## src/hdl/bdms_pkg.sv

```systemverilog
// ----------------------------------------------------------------------------
// bdms_pkg
// Shared widths, register map and divider interface types for the
// bounded-delay minimum service rate block.
// ----------------------------------------------------------------------------
package bdms_pkg;

   // Every fixed-point field of a segment and of a result is one word.
   localparam int WORD_W = 32;
   localparam int CNT_W  = $clog2(WORD_W);

   // Configuration port: one register, word aligned.
   localparam int CSR_ADDR_W = 3;
   localparam int CSR_IDX_W  = CSR_ADDR_W - 2;
   localparam logic [CSR_IDX_W-1:0] CSR_IDX_DELAY = 1'b0;

   // Reset value of the delay register: 1.0 time unit at 16 fraction bits.
   localparam logic [WORD_W-1:0] DELAY_RESET = 32'h0001_0000;

   localparam logic [WORD_W-1:0] WORD_MAX = '1;

   // Start command to the shared divider. The high numerator word must be
   // below the divisor, so the quotient fits in one word.
   typedef struct packed {
      logic              start;
      logic [WORD_W-1:0] num_hi;
      logic [WORD_W-1:0] num_lo;
      logic [WORD_W-1:0] den;
   } div_req_type;

   typedef struct packed {
      logic              busy;
      logic              done;
      logic [WORD_W-1:0] quot;
   } div_rsp_type;

endpackage

```

## src/hdl/bdms_div.sv

```systemverilog
// ----------------------------------------------------------------------------
// bdms_div
// Restoring shift-subtract divider, one quotient bit per cycle.
// ----------------------------------------------------------------------------
module bdms_div
   import bdms_pkg::*;
(
   input  logic        clock,
   input  logic        reset,
   input  div_req_type div_req,
   output div_rsp_type div_rsp
);

   // Upper word holds the partial remainder, lower word the dividend bits
   // still to come, which are replaced by quotient bits as they shift out.
   logic [2*WORD_W-1:0] acc_ff, acc_in;
   logic [WORD_W-1:0]   den_ff, den_in;
   logic [CNT_W-1:0]    count_ff, count_in;
   logic                busy_ff, busy_in;
   logic                done_ff, done_in;

   logic [WORD_W:0]     shifted_rem;
   logic [WORD_W+1:0]   trial;
   logic                borrow;

   always_comb begin
      shifted_rem = {acc_ff[2*WORD_W-1:WORD_W], acc_ff[WORD_W-1]};
      trial       = {1'b0, shifted_rem} - {2'b00, den_ff};
      borrow      = trial[WORD_W+1];

      acc_in   = acc_ff;
      den_in   = den_ff;
      count_in = count_ff;
      busy_in  = busy_ff;
      done_in  = 1'b0;

      if (div_req.start) begin
         acc_in   = {div_req.num_hi, div_req.num_lo};
         den_in   = div_req.den;
         count_in = CNT_W'(WORD_W - 1);
         busy_in  = 1'b1;
      end else if (busy_ff) begin
         if (borrow) begin
            acc_in = {shifted_rem[WORD_W-1:0], acc_ff[WORD_W-2:0], 1'b0};
         end else begin
            acc_in = {trial[WORD_W-1:0], acc_ff[WORD_W-2:0], 1'b1};
         end
         count_in = count_ff - 1'b1;
         if (count_ff == '0) begin
            busy_in = 1'b0;
            done_in = 1'b1;
         end
      end
   end

   always_ff @(posedge clock) begin
      if (reset) begin
         busy_ff  <= 1'b0;
         done_ff  <= 1'b0;
         count_ff <= '0;
      end else begin
         busy_ff  <= busy_in;
         done_ff  <= done_in;
         count_ff <= count_in;
      end
   end

   always_ff @(posedge clock) begin
      acc_ff <= acc_in;
      den_ff <= den_in;
   end

   assign div_rsp.busy = busy_ff;
   assign div_rsp.done = done_ff;
   assign div_rsp.quot = acc_ff[WORD_W-1:0];

endmodule

```

## src/hdl/bounded_delay_min_speed.sv

```systemverilog
// ----------------------------------------------------------------------------
// bounded_delay_min_speed
// Least rate of a bounded-delay service curve that still bounds a
// piecewise-linear input curve, given one segment per request.
// ----------------------------------------------------------------------------
// Usage:
// Each request on the req_ channel carries one curve segment: its start time,
// start value and slope, all unsigned fixed point with FRAC_BITS fraction
// bits, plus a flag marking the final segment of the curve. The block keeps a
// running maximum of per-segment rate candidates and, on the final segment,
// sends one request on the rsp_ channel with the minimum rate and a flag that
// tells whether a nonzero segment at or before the delay forced the rate to
// 1.0. Running maximum and flag are then cleared for the next curve.
// A segment past the delay runs the shared shift-subtract divider, one
// quotient bit per cycle: after the segment is accepted, the block classifies
// it and starts the divider, waits through the 32 divider steps, takes the
// quotient and finishes, and only then accepts the next segment. A segment
// that needs no division goes from classification straight to finishing.
// The result sits in an output register; if the receiver stalls, the block
// keeps accepting segments and only waits when a further final segment is
// done while the earlier result has not yet been taken.
// Reset (synchronous) sets the delay register to 1.0 at 16 fraction bits, clears
// the running state and drops rsp_valid. The delay register is written over the csr_ port.
// ----------------------------------------------------------------------------
module bounded_delay_min_speed
   import bdms_pkg::*;
#(
   parameter int FRAC_BITS = 16
) (
   input  logic                  clock,
   input  logic                  reset,

   input  logic                  req_valid,
   output logic                  req_ready,
   input  logic [WORD_W-1:0]     req_seg_x,
   input  logic [WORD_W-1:0]     req_seg_y,
   input  logic [WORD_W-1:0]     req_seg_slope,
   input  logic                  req_seg_last,

   output logic                  rsp_valid,
   input  logic                  rsp_ready,
   output logic [WORD_W-1:0]     rsp_min_speed,
   output logic                  rsp_forced_full,

   input  logic                  csr_psel,
   input  logic                  csr_penable,
   input  logic                  csr_pwrite,
   input  logic [CSR_ADDR_W-1:0] csr_paddr,
   input  logic [WORD_W-1:0]     csr_pwdata,
   output logic [WORD_W-1:0]     csr_prdata,
   output logic                  csr_pready
);

   // Exactly 1.0 in the configured fixed-point format.
   localparam logic [WORD_W-1:0] RATE_ONE = WORD_W'(1) << FRAC_BITS;

   // Sequencer states.
   localparam logic [1:0] ST_IDLE = 2'd0;  // waiting for a segment
   localparam logic [1:0] ST_EVAL = 2'd1;  // classify the latched segment
   localparam logic [1:0] ST_DIV  = 2'd2;  // divider running
   localparam logic [1:0] ST_DONE = 2'd3;  // emit on a final segment

   logic [1:0]        state_ff, state_in;
   logic [WORD_W-1:0] delay_ff, delay_in;
   logic [WORD_W-1:0] max_ff, max_in;
   logic              forced_ff, forced_in;
   logic              rsp_valid_ff, rsp_valid_in;

   logic [WORD_W-1:0] seg_x_ff, seg_y_ff, seg_slope_ff;
   logic              seg_last_ff;
   logic [WORD_W-1:0] rsp_speed_ff, rsp_speed_in;
   logic              rsp_forced_ff, rsp_forced_in;

   logic              req_fire;
   logic              csr_write;
   logic [WORD_W-1:0] gap;
   logic [WORD_W-1:0] y_hi, y_lo;
   logic              past_delay;
   logic              quot_overflow;
   logic [WORD_W-1:0] cand;
   logic              cand_valid;

   div_req_type       div_req;
   div_rsp_type       div_rsp;

   // ---------------------------------------------------------------------
   // Configuration port. Only the word index is decoded; pready is tied.
   // ---------------------------------------------------------------------
   assign csr_write  = csr_psel && csr_penable && csr_pwrite;
   assign csr_pready = 1'b1;

   always_comb begin
      delay_in = delay_ff;
      if (csr_write && (csr_paddr[CSR_ADDR_W-1:2] == CSR_IDX_DELAY)) begin
         delay_in = csr_pwdata;
      end
   end

   always_comb begin
      csr_prdata = '0;
      if (csr_paddr[CSR_ADDR_W-1:2] == CSR_IDX_DELAY) begin
         csr_prdata = delay_ff;
      end
   end

   // ---------------------------------------------------------------------
   // Segment classification. The numerator is seg_y shifted left by the
   // fraction width; its upper word tells at once whether the quotient
   // overflows one word, so the divider only ever runs 32 steps.
   // ---------------------------------------------------------------------
   assign req_ready = (state_ff == ST_IDLE);
   assign req_fire  = req_valid && req_ready;

   assign past_delay    = seg_x_ff > delay_ff;
   assign gap           = seg_x_ff - delay_ff;
   assign y_hi          = WORD_W'(seg_y_ff >> (WORD_W - FRAC_BITS));
   assign y_lo          = WORD_W'(seg_y_ff << FRAC_BITS);
   assign quot_overflow = y_hi >= gap;

   always_comb begin
      state_in      = state_ff;
      max_in        = max_ff;
      forced_in     = forced_ff;
      rsp_valid_in  = rsp_valid_ff && !rsp_ready;
      rsp_speed_in  = rsp_speed_ff;
      rsp_forced_in = rsp_forced_ff;
      cand          = '0;
      cand_valid    = 1'b0;

      div_req.start  = 1'b0;
      div_req.num_hi = y_hi;
      div_req.num_lo = y_lo;
      div_req.den    = gap;

      case (state_ff)
         ST_IDLE: begin
            if (req_fire) begin
               state_in = ST_EVAL;
            end
         end
         ST_EVAL: begin
            state_in = ST_DONE;
            if (!forced_ff) begin
               if (past_delay) begin
                  if (quot_overflow) begin
                     // Saturated quotient is never below the slope.
                     cand       = WORD_MAX;
                     cand_valid = 1'b1;
                  end else begin
                     div_req.start = 1'b1;
                     state_in      = ST_DIV;
                  end
               end else if (seg_y_ff != '0) begin
                  // A nonzero value before the delay pins the rate at 1.0
                  // and freezes the rest of this curve.
                  max_in    = RATE_ONE;
                  forced_in = 1'b1;
               end else begin
                  cand       = seg_slope_ff;
                  cand_valid = 1'b1;
               end
            end
         end
         ST_DIV: begin
            if (div_rsp.done) begin
               cand       = (seg_slope_ff > div_rsp.quot) ? seg_slope_ff : div_rsp.quot;
               cand_valid = 1'b1;
               state_in   = ST_DONE;
            end
         end
         ST_DONE: begin
            if (!seg_last_ff) begin
               state_in = ST_IDLE;
            end else if (!rsp_valid_ff || rsp_ready) begin
               rsp_valid_in  = 1'b1;
               rsp_speed_in  = max_ff;
               rsp_forced_in = forced_ff;
               max_in        = '0;
               forced_in     = 1'b0;
               state_in      = ST_IDLE;
            end
         end
         default: begin
            state_in = ST_IDLE;
         end
      endcase

      if (cand_valid && (cand > max_ff)) begin
         max_in = cand;
      end
   end

   bdms_div u_div (
      .clock   (clock),
      .reset   (reset),
      .div_req (div_req),
      .div_rsp (div_rsp)
   );

   // ---------------------------------------------------------------------
   // Registers.
   // ---------------------------------------------------------------------
   always_ff @(posedge clock) begin
      if (reset) begin
         state_ff     <= ST_IDLE;
         delay_ff     <= DELAY_RESET;
         max_ff       <= '0;
         forced_ff    <= 1'b0;
         rsp_valid_ff <= 1'b0;
      end else begin
         state_ff     <= state_in;
         delay_ff     <= delay_in;
         max_ff       <= max_in;
         forced_ff    <= forced_in;
         rsp_valid_ff <= rsp_valid_in;
      end
   end

   always_ff @(posedge clock) begin
      if (req_fire) begin
         seg_x_ff     <= req_seg_x;
         seg_y_ff     <= req_seg_y;
         seg_slope_ff <= req_seg_slope;
         seg_last_ff  <= req_seg_last;
      end
      rsp_speed_ff  <= rsp_speed_in;
      rsp_forced_ff <= rsp_forced_in;
   end

   assign rsp_valid       = rsp_valid_ff;
   assign rsp_min_speed   = rsp_speed_ff;
   assign rsp_forced_full = rsp_forced_ff;

endmodule

```

## config.mk

```make
export PLATFORM = sky130hd
export DESIGN_NAME = bounded_delay_min_speed
export DESIGN_NICKNAME = d
export VERILOG_FILES = /design/src/hdl/bdms_pkg.sv /design/src/hdl/bdms_div.sv /design/src/hdl/bounded_delay_min_speed.sv
export SDC_FILE = /design/constraint.sdc
export NUM_CORES = 1
export LEC_CHECK = 0
export BUFFER_PORTS_ARGS = -buffer_cell sky130_fd_sc_hd__clkbuf_2
export CAP_MARGIN = 25
export CORE_UTILIZATION = 59
export CTS_CLUSTER_SIZE = 30
export DETAILED_ROUTE_END_ITERATION = 10
export PLACE_DENSITY = 0.81
export SYNTH_ARGS = -nofsm -noshare
export SYNTH_HDL_FRONTEND = slang
export SYNTH_SLANG_ARGS = --single-unit
```

## constraint.sdc

```tcl
create_clock -name clock -period 8.53 [get_ports clock]
set_clock_uncertainty 0.1 [all_clocks]
set_input_delay 2.559 -clock clock [delete_from_list [all_inputs] [get_ports clock]]
set_output_delay 2.559 -clock clock [all_outputs]
set_load 0.05 [all_outputs]
```

# --- Word-level counts from Yosys, hierarchy flattened ---
# Cells that the tools add are included.
classes:
  n_lt_le_gt_ge: 4
  addsub: 3
  n_eq_ne: 13
  reduce_logical: 20
  div_mod_pow: 0
  muxes: 51
  shifts: 0
  mul: 0
  n_bitwise: 2
ops:
  columns: ["operator", "n"]
  rows:
  - ["two-way mux 32 bit", 13]
  - ["case mux 32 bit (2 select lines)", 2]
  - ["> comparator 32 bit", 3]
  - ["two-way mux 48 bit", 2]
  - ["two-way mux 64 bit", 1]
  - ["subtractor 33 x 32 -> 34 bit", 1]
  - [">= comparator 16 x 32 -> 1 bit", 1]
  - ["nonzero test 32 bit", 1]
  - ["subtractor 32 bit", 1]
  - ["two-way mux 1 bit", 24]
  - ["inequality test 3 bit (second input constant)", 6]
  - ["two-way mux 5 bit", 2]
  - ["AND reduction 3 bit", 3]
  - ["two-way mux 2 bit", 4]
  - ["case mux 2 bit (4 select lines)", 1]
  - ["logical AND 1 bit", 6]
  - ["AND reduction 6 bit", 1]
  - ["zero test 5 bit", 1]
  - ["subtractor 5 x 1 -> 5 bit (second input constant)", 1]
  - ["== test 2 bit (second input constant)", 2]
  - ["inequality test 2 x 1 -> 1 bit (second input constant)", 2]
  - ["inequality test 2 bit (second input constant)", 2]
  - ["case mux 1 bit (2 select lines)", 2]
  - ["nonzero test 2 bit", 2]
  - ["other kinds (7)", 9]
totals:
  out_inout_bits: 68
  register_bits: 301
  mem_bits_ro: 0
  memories: 0
  ram_bits: 0
  latchBits: 0

# --- Logic depth before layout (Yosys ltp) ---
logic_depth:
  ltp_word: 10
  mapped_depth: 40

# --- By module ---
# A second synthesis with hierarchy kept.
hier_totals:
  hier_cells: 1831
  area_unflattened_um2: 18330.1
by_module_without_submodules:
  columns: ["mod", "area_per_inst_um2", "n_inst", "cells_per_inst"]
  rows:
  - ["bounded_delay_min_speed", 11947.7, 1, 1241]
  - ["bdms_div", 6382.4, 1, 590]

# --- Least setup slack after synthesis ---
# No wires, ideal clock.
synth_path:
  kind: "flip-flop to flip-flop"
  startpoint: "reg delay_ff[4]"
  endpoint: "reg max_ff[10]"
  stages_incl_launch_ff: 35
  t_arrival_ns: 7.059
  path_slack_ns: 1.254
  cell_sequence: "dfxtp_1 inv_1 ha_1 buf_6 a21o_1 o21a_1 o21ai_0 nand2b_1 and2_1 o21ai_0 a21boi_0 a41oi_1 xnor2_1 inv_1 ha_1 nand4_1 o211ai_1 or4b_1 or4_4 nor4b_4 buf_6 a221o_2 and2_1 ha_1 nand4_1 or2_2 or4_1 a31oi_1 o21ai_0 o41ai_1 a21oi_1 and2_0 buf_2 clkbuf_1 a22o_2"
synth_rtl:
  columns: ["item", "line", "source"]
  rows:
  - ["start, declared", "bounded_delay_min_speed.sv:64", "logic [WORD_W-1:0] delay_ff, delay_in;"]
  - ["start signal, assigned", "bounded_delay_min_speed.sv:212", "delay_ff <= delay_in;"]
  - ["end signal, assigned", "bounded_delay_min_speed.sv:213", "max_ff <= max_in;"]
  - ["end, declared", "bounded_delay_min_speed.sv:65", "logic [WORD_W-1:0] max_ff, max_in;"]

==> flow_summary.toml <==
[power_and_ir_drop]
vdd_ir_drop_max_mv = 0.201
leakagePower_nw = 8.05
power_density_nw_per_um2 = 314

[cts]
cts-root-buf = "clkbuf_16"
path_clk_slew_ns = 0.06
cts_hold_buf = 0
cts_tree = "done"
cts.sinks = 301
clk_latency_ns = 0.57
clk_path_buf_depth = 3
htree_levels = 1
cts_buffers = 31

[synth]
ys_top_cells_by_area = "edfxtp_1, dfxtp_1, ha_1, inv_1, nand2_1"
synth-edff-count = 194
synthSimpleGateAreaFrac = 0.141
synth-seq-cells = 301
synth_xor_area_frac = 0.0229
netlist.area_leader.share = 0.338
syn_area_um2 = 17200
yosys.cell_types.count = 80
synth_compound_area_frac = 0.175
netlist_instances = 1740
avgSynthCellArea_um2 = 9.89
synth_fa_ha_area_frac = 0.111
synthFlopType = "edfxtp_1"
synthesis.nets = 2031
ys_warn_count = 0
synth_area_leader_cell = "edfxtp_1"
synthMuxAreaShare = 0.0262
synth_top_family_by_area = "compound AO/OA/AOI/OAI gates"
yosysSeqAreaShare = 0.463
async_reset_ff_frac = 0

[worst_setup_path]
cp-end-kind = "flip-flop"
crit_path_start = "delay_ff[4]$_SDFFE_PP0P_"
crit_family = "simple AND/OR/NAND/NOR gates"
rrSetupSlack_ns = 0.44
critPathBufInv = 4
rr_worst_depth = 33
cp.required_ns = 8.88
worstReg2RegStart = "delay_ff[4]$_SDFFE_PP0P_"
critical-path-slowest-cell = "or4_1"
crit_top_cell = "ha_1"
crit_type = "reg2reg"
critPathLaunchType = "flip-flop"
worstPathMaxFanout = 32
cp.arrival_ns = 8.44
slowest_delay_ns = 0.64
reg2reg_to = "max_ff[18]$_SDFFE_PP0P_"

[floorplan]
dieArea_um2 = 29900
core_um2 = 28700
rows = 62
start_util = 0.600
io_pins = 207
die_w_um = 173
die_h_um = 173

[sta]
slew-limit-headroom = 0.344
worst_slew_pin_slew_ns = 0.984
fmax_mhz = 124
fin_crit_sh = 0.948
finalCriticalPeriod_ns = 8.09
slew_viol_final = 0
hold_viol = 0
setup_viol = 0
hold_ws_ns = 0.343

[route]
vias = 13775
drc_errors = 0
dr.pass1.iters = 5
vias_per_cell = 5.91
drtIter0Drc = 1176
wl_mm = 41.0
avgRoutedWirePerCell_um = 17.6
ant_nets = 0

[min_path]
hp-start = "max_ff[16]$_SDFFE_PP0P_"
hold_depth = 0
min_path_type = "reg2reg"
min_to = "rsp_min_speed[16]$_DFFE_PP_"

[global_route]
grt_remaining_overflow = 0
grt_pass1_wl_mm = 66.2
grt_pass1_vias = 13372
track_usage = 0.271
antenna_found_initial = 0
grt_max_degree = 61

[finish]
drive_above_1_share = 0.176
layout_commonest_cell = "clkbuf_2"
antenna_cells = 0
synthToLayoutAreaGrowth_pct = 13.6
nNetsFinal = 2211
most-common-layout-cells = "clkbuf_2, edfxtp_1, inv_1"
fin_cells = 2329

[placed_design]
dp.cells = 2270
io_buffers = 203
place.detailed.hpwl_mm = 30.1
place_congestion = 0.897

[flow_run]
cap_violations = 0

[status]
status = "complete, no violations"
==> Yosys cell counts, drive strengths merged (20+ instances only) <==
| master | count |
|---|---|
| a211oi | 23 |
| edfxtp | 194 |
| ha | 150 |
| nand3 | 23 |
| dfxtp | 107 |
| a22o | 32 |
| o211ai | 21 |
| nor2 | 145 |
| o21ai | 86 |
| inv | 176 |
| nor4 | 20 |
| nand4 | 24 |
| a21oi | 118 |
| xnor2 | 27 |
| clkbuf | 52 |
| nand2 | 172 |
| mux2i | 44 |
| a221o | 33 |
| and2 | 41 |
| a21o | 40 |
==> state kept, by name, indices dropped and copies added, names as in the netlist <==
register,flops
delay_ff,32
state_ff,2
rsp_min_speed,32
u_div.done_ff,1
u_div.acc_ff,64
seg_last_ff,1
seg_x_ff,32
u_div.count_ff,5
rsp_valid,1
u_div.den_ff,32
seg_slope_ff,32
forced_ff,1
u_div.busy_ff,1
rsp_forced_full,1
seg_y_ff,32
max_ff,32
==> cells by family after synthesis <==
kind of cell	count (synthesis)
simple gates	512
compound gates	436
flops	301
buf+inv	248
fa+ha+maj	152
xor+xnor	45
mux	45
other cells	1
==> timing repair <==
action,in CTS,in global routing
resized for setup,0,9
setup buffers,0,1
endpoints found under the setup margin,0,31
==> per-stage QoR <==
step | power [W] | cell area (µm²) | setup slack, ns | setup TNS, ns | util
after detailed placement | 0.00476 | 18500 | 0.323 | 0 | 0.645
final | 0.00614 | 19600 | 0.441 | 0 | 0.681
after global routing | 0.00654 | 19600 | -0.00362 | -0.0102 | 0.681
after CTS | 0.00611 | 19500 | 0.230 | 0 | 0.680
after global placement | 0.00462 | 18500 | 0.513 | 0 | 0.643
after floorplan | 0.00410 | 17200 | 1.25 | 0 | -
==> routing by layer <==
| metal | global-route usage | up-vias | share of wire |
|---|---|---|---|
| li1 | - | 6658 | - |
| met1 | 0.369 | 6514 | 0.44 |
| met2 | 0.443 | 509 | 0.46 |
| met3 | 0.0394 | 94 | 0.063 |
| met4 | 0.0937 | 0 | 0.032 |
| met5 | 0 | - | 0 |
==> how the worst max path moves through the flow <==
stage / end / depth (start not counted)
after floorplan: max_ff[10]$_SDFFE_PP0P_ / 34
after global placement: max_ff[2]$_SDFFE_PP0P_ / 35
after detailed placement: max_ff[18]$_SDFFE_PP0P_ / 33
after CTS: max_ff[18]$_SDFFE_PP0P_ / 33
after global routing: max_ff[8]$_SDFFE_PP0P_ / 33
final: max_ff[18]$_SDFFE_PP0P_ / 33
==> area by class of cell <==
class | instances | area (µm²)
clock buffers | 50 | 910
clock inverters | 8 | 96.3
fillers | 2194 | 9150
inverters | 176 | 661
multi-input cells | 1191 | 8260
flip-flops and latches | 301 | 7970
well taps | 384 | 480
repair buffers | 219 | 1180
==> power breakdown <==
group	leakage [nW]	total, W	internal (W)	switching [W]
Sequential	2.74	0.00218	0.00198	0.000208
Combinational	4.82	0.00262	0.00100	0.00162
Clock	0.487	0.00134	0.000787	0.000553
Total	8.05	0.00614	0.00377	0.00238
No activity file was read; power rests on OpenSTA's default activity.
